$ cat src/hdl/cti_divpipe.sv
// Pipelined restoring divider, one quotient bit per stage, with side payload.
// Depends on nothing but its parameters; used by the top level.
module cti_divpipe #(
  parameter int QW = 32,
  parameter int DW = 32,
  parameter int SW = 1
) (
  input  logic          clk,
  input  logic          rst_n,
  input  logic          adv,
  input  logic          in_valid,
  input  logic [DW-1:0] in_rem,
  input  logic [QW-1:0] in_low,
  input  logic [DW-1:0] divisor,
  input  logic [SW-1:0] in_side,
  output logic          out_valid,
  output logic [QW-1:0] out_quo,
  output logic [SW-1:0] out_side
);

  logic [QW-1:0] v_r;
  logic [DW-1:0] rem_r  [QW];
  logic [QW-1:0] low_r  [QW];
  logic [QW-1:0] quo_r  [QW];
  logic [SW-1:0] side_r [QW];

  logic [DW-1:0] si_rem  [QW];
  logic [QW-1:0] si_low  [QW];
  logic [QW-1:0] si_quo  [QW];
  logic [SW-1:0] si_side [QW];

  logic [DW-1:0] rem_nxt [QW];
  logic [QW-1:0] low_nxt [QW];
  logic [QW-1:0] quo_nxt [QW];

  assign si_rem[0]  = in_rem;
  assign si_low[0]  = in_low;
  assign si_quo[0]  = '0;
  assign si_side[0] = in_side;

  for (genvar k = 1; k < QW; k++) begin : g_link
    assign si_rem[k]  = rem_r[k-1];
    assign si_low[k]  = low_r[k-1];
    assign si_quo[k]  = quo_r[k-1];
    assign si_side[k] = side_r[k-1];
  end

  always_comb begin
    logic [DW:0] r2;
    logic        ge;
    for (int k = 0; k < QW; k++) begin
      r2 = {si_rem[k], si_low[k][QW-1]};
      ge = (r2 >= {1'b0, divisor});
      rem_nxt[k] = ge ? DW'(r2 - {1'b0, divisor}) : r2[DW-1:0];
      low_nxt[k] = si_low[k] << 1;
      quo_nxt[k] = {si_quo[k][QW-2:0], ge};
    end
  end

  always_ff @(posedge clk) begin
    if (!rst_n) begin
      v_r <= '0;
    end else if (adv) begin
      v_r <= {v_r[QW-2:0], in_valid};
    end
  end

  always_ff @(posedge clk) begin
    if (adv) begin
      rem_r  <= rem_nxt;
      low_r  <= low_nxt;
      quo_r  <= quo_nxt;
      side_r <= si_side;
    end
  end

  assign out_valid = v_r[QW-1];
  assign out_quo   = quo_r[QW-1];
  assign out_side  = side_r[QW-1];

endmodule

$ cat config.mk
export PLATFORM = sky130hd
export DESIGN_NAME = cti_divpipe
export DESIGN_NICKNAME = d
export VERILOG_FILES = /design/src/hdl/cti_divpipe.sv
export SDC_FILE = /design/constraint.sdc
export NUM_CORES = 2
export LEC_CHECK = 0
export BUFFER_PORTS_ARGS = -buffer_cell sky130_fd_sc_hd__clkbuf_2
export CORE_ASPECT_RATIO = 1.1
export CORE_MARGIN = 4
export CORE_UTILIZATION = 65
export DETAILED_ROUTE_END_ITERATION = 10
export HOLD_SLACK_MARGIN = 0.1
export PLACE_DENSITY_LB_ADDON = 0.08
export SYNTH_ARGS = -nofsm -noshare
export SYNTH_HDL_FRONTEND = slang
export SYNTH_SLANG_ARGS = --single-unit
$ cat constraint.sdc
create_clock -name clk -period 9.4 [get_ports clk]
set_clock_uncertainty 0.15 [all_clocks]
set_input_delay 0.47 -clock clk [delete_from_list [all_inputs] [get_ports clk]]
set_output_delay 0.47 -clock clk [all_outputs]
set_load 0.01 [all_outputs]
# Word level (Yosys, flattened, before mapping)
# Index checks and enable logic that the tools add are counted.
# totals
ramBits	0
latch_bits	0
romBits	0
mem_count	0
elab_cells	221
inputBits	101
output_inout_bits	34
ff_bits	2080
# op_classes
n_eq_ne	0
bitwise	0
muxes	31
n_mul	0
addsub	31
order_cmp	32
n_shift	0
div_mod_pow	0
reduce_logical	0
# op_table
op	n
>= comparator 33 x 32 -> 1 bit	32
two-way mux 32 bit	31
subtractor 32 bit	31

# Depth between registers and ports, before layout
# depth
ltp_word	2
mapped_depth	16
ltp_nobuf	14

# Worst setup path before layout
# OpenSTA, ideal clock, no wires.
# synth_timing
kind	input to register
startpoint	input port divisor[6]
endpoint	register rem_r[638] (netlist bit), data pin
cell_stages	14
slack_ps	5040
n_path_buf	2
setup_time_ps	260
t_arrival_ps	3950
t_required_ps	8990
cell_sequence	inv_1 -> ha_1 -> a21o_1 -> or3_1 -> o21ai_2 -> a21oi_1 -> a21oi_2 -> o41ai_2 -> a311o_1 -> o311ai_1 -> and2_1 -> buf_4 -> buf_4 -> mux2_2
# synth_rtl
item	line_no	source
start, declared	14	input logic [DW-1:0] divisor,
end signal, assigned	70	rem_r <= rem_nxt;
end, declared	22	logic [DW-1:0] rem_r [QW];

==> impl_metrics.env <==
export IMPL_status="finished clean"
export IMPL_final_setup_tns_ps=0
export IMPL_portBuffers=134
export IMPL_grt_setup_unrepaired="no"
export IMPL_vdd_drop_max_uv=263
export IMPL_antenna_found_initial=4
export IMPL_grt_pass1_wl_um=498000
export IMPL_root_buffer="clkbuf_16"
export IMPL_finalPower_mw=50.4
export IMPL_num_vias=89500
export IMPL_p_leak_nw=53.2
export IMPL_slew_viol_final=0
export IMPL_clock_latency_ps=890
export IMPL_fin_crit_ps=4970
export IMPL_clock_sinks=2080
export IMPL_coreArea_mm2=0.189
export IMPL_crit_chain="buf_4 > inv_2 > buf_4 > ha_1 > nor2b_1 > o31ai_2 > a21oi_1 > a2111oi_2 > o21ai_1 > a2111oi_0 > nor2_1 > a21oi_1 > a22o_1 > buf_4 > inv_1 > a31o_2"
export IMPL_initial_core_util=0.656
export IMPL_yosysTopAreaCell="edfxtp_1"
export IMPL_syn_instance_count=11000
export IMPL_cpPeakStageDelay_ps=600
export IMPL_synth_area_mm2=0.124
export IMPL_setup_violations=0
export IMPL_cts_tree="built"
export IMPL_synth_distinct_cells=106
export IMPL_grt_pass1_vias=87300
export IMPL_worstHoldPathType="in2reg"
export IMPL_cp_slowest_cell="buf_4"
export IMPL_drtPass1Iterations=6
export IMPL_synthArstFlopShare=0
export IMPL_synth_avg_cell_area_um2=11.3
export IMPL_period_share=0.529
export IMPL_grt_start_max_net_pins=214
export IMPL_yosysSeqAreaShare=0.501
export IMPL_synthTopCellsByArea="edfxtp_1 (50%), ha_1 (10%), a21oi_1 (3.8%)"
export IMPL_placed_cells=13500
export IMPL_synthTopCellsByCount="edfxtp_1 (2048), ha_1 (1024), a21oi_1 (954), nand2_1 (892), o21ai_0 (843)"
export IMPL_crit_path_frequent_cell="buf_4"
export IMPL_grt_usage=0.324
export IMPL_critPathTopFamily="compound AO/OA/AOI/OAI gates"
export IMPL_hold_viol_final=0
export IMPL_wl_per_cell_um=23.5
export IMPL_pre_cts_ws_ps=3680
export IMPL_via_per_inst=6.44
export IMPL_h_tree_depth=4
export IMPL_crit_type="in2reg"
export IMPL_dominantRegCellSynth="edfxtp_1"
export IMPL_endpoint_kind="flip-flop"
export IMPL_rows=167
export IMPL_routed_wl_um=328000
export IMPL_placedInstanceArea_mm2=0.128
export IMPL_worstPathMaxFanout=52
export IMPL_die_w_um=425
export IMPL_clk_pin_slew_ps=60
export IMPL_cp_arrival_ps=5430
export IMPL_drtIter0Drc=8301
export IMPL_yosysWarnings=0
export IMPL_die_h_um=466
export IMPL_cts_max_path_buffers=3
export IMPL_post_cts_buffers=0
export IMPL_cts_resized=0
export IMPL_ant_nets=0
export IMPL_gp_congestion=0.959
export IMPL_crit_required_ps=9860
export IMPL_synth_top_area_frac=0.496
export IMPL_syn_to_final_growth_pct=9.00
export IMPL_die_area_mm2=0.198
export IMPL_fmax_mhz=201
export IMPL_max_cap_viol_count=0
export IMPL_hpwl_um=223000
export IMPL_post_synth_top_count_cell="edfxtp_1"
export IMPL_max_slew_worst_pin_slew_ps=1280
export IMPL_setup_slack_ps=4430
export IMPL_synth_enable_flop_cells=2048
export IMPL_synth_seq_cells=2080
export IMPL_start_kind="input pin"
export IMPL_synth_nets=12200
export IMPL_stdcell_count=13900
export IMPL_final_nets=12400
export IMPL_max_slew_margin=0.148
export IMPL_drc=0
export IMPL_layout_drive_gt1_share=0.0942
export IMPL_stdcell_area_mm2=0.135
export IMPL_overflow=0
export IMPL_path_buf_inv=5
export IMPL_numCtsBuffers=207
export IMPL_p_per_area_mw_per_mm2=373
export IMPL_io_pins=135
==> timing repair <==
item	4_1_cts	5_1_grt
setup endpoints to repair	0	0
hold endpoints to repair	221	0
hold buffers	71	0
==> where the power goes <==
part | total [mW] | switching (mW) | leakage [nW] | internal [mW]
logic | 25.5 | 14.6 | 29.6 | 10.9
clock network | 8.33 | 3.72 | 3.32 | 4.61
registers | 16.6 | 2.09 | 20.3 | 14.5
total | 50.4 | 20.4 | 53.2 | 30.0
==> layer usage <==
metal | track usage | vias up | wire, um
li1 | - | 42200 | -
met1 | 0.382 | 42800 | 124000
met2 | 0.559 | 3497 | 160000
met3 | 0.0479 | 1057 | 19900
met4 | 0.198 | 2 | 23800
met5 | 0 | - | 13
==> kinds of logic after synthesis <==
| group | share of synthesized area |
|---|---|
| buf+inv | 0.0207 |
| flops | 0.501 |
| compound gates | 0.168 |
| xor+xnor | 0.0589 |
| fa+ha+maj | 0.108 |
| simple gates | 0.0995 |
| mux | 0.0434 |
==> worst register-to-register path, cell delays in order (launching register included) <==
cell      delay (ps)
edfxtp_1         670
inv_1            170
ha_1             240
fa_1             410
nand2b_1         150
a21boi_0         220
o21ai_0          180
a211oi_1         310
o221ai_1         270
o31ai_1          540
a221oi_1         250
o21ai_0          380
a41oi_1          200
xnor2_1          160
mux2_2           270
==> final timing paths <==
| path | end | cells after the start | slack (ps) | start |
|---|---|---|---|---|
| worst max-delay path | rem_r[131]$_DFFE_PP_ | 16 | 4430 | divisor[1] |
| worst min-delay path | low_nxt[964]$_DFFE_PP_ | 2 | 170 | in_low[2] |
| worst max register to register | rem_r[88]$_DFFE_PP_ | 14 | 4560 | low_r[127]$_DFFE_PP_ |
| worst min register to register | low_nxt[600]$_DFFE_PP_ | 0 | 250 | low_nxt[631]$_DFFE_PP_ |
==> sequential cells by signal, summed over array words and instances, names as in the netlist <==
signal,flops
low_nxt,465
low_r,31
out_quo,32
out_side,1
quo_nxt,496
rem_r,992
si_side,31
v_r,32
==> per-stage QoR <==
stage,util,hold WS (ps)
floorplan,-,250
global placement,0.675,250
detailed placement,0.675,255
CTS,0.715,102
global route,0.715,120
finish,0.715,166
==> cell type report <==
cell class	count	area (um^2)
antenna	4	10.0
clock buffer	233	5350
clock inverter	152	1520
fill	13100	53900
inverter	317	1190
multi-input combinational	8294	59600
sequential	2080	62100
tap	2535	3170
timing repair buffer	297	2250
==> cells in the final DEF (no fill, tap or decap), types with 80 or more instances in the layout <==
cell type	count
a21o_1	534
a21oi_1	953
a31oi_1	105
and3_1	95
buf_4	80
clkbuf_16	209
clkbuf_2	132
edfxtp_1	2048
ha_1	1024
inv_1	285
mux2_2	356
nand2_1	892
nand2b_1	130
nand3_1	197
nand4_1	167
nor2_1	608
nor2b_1	186
nor3_1	126
o21a_1	167
o21ai_0	843
o21bai_1	111
xnor2_1	493
xor2_1	341
Note: power is estimated with default switching activity, not from simulation.
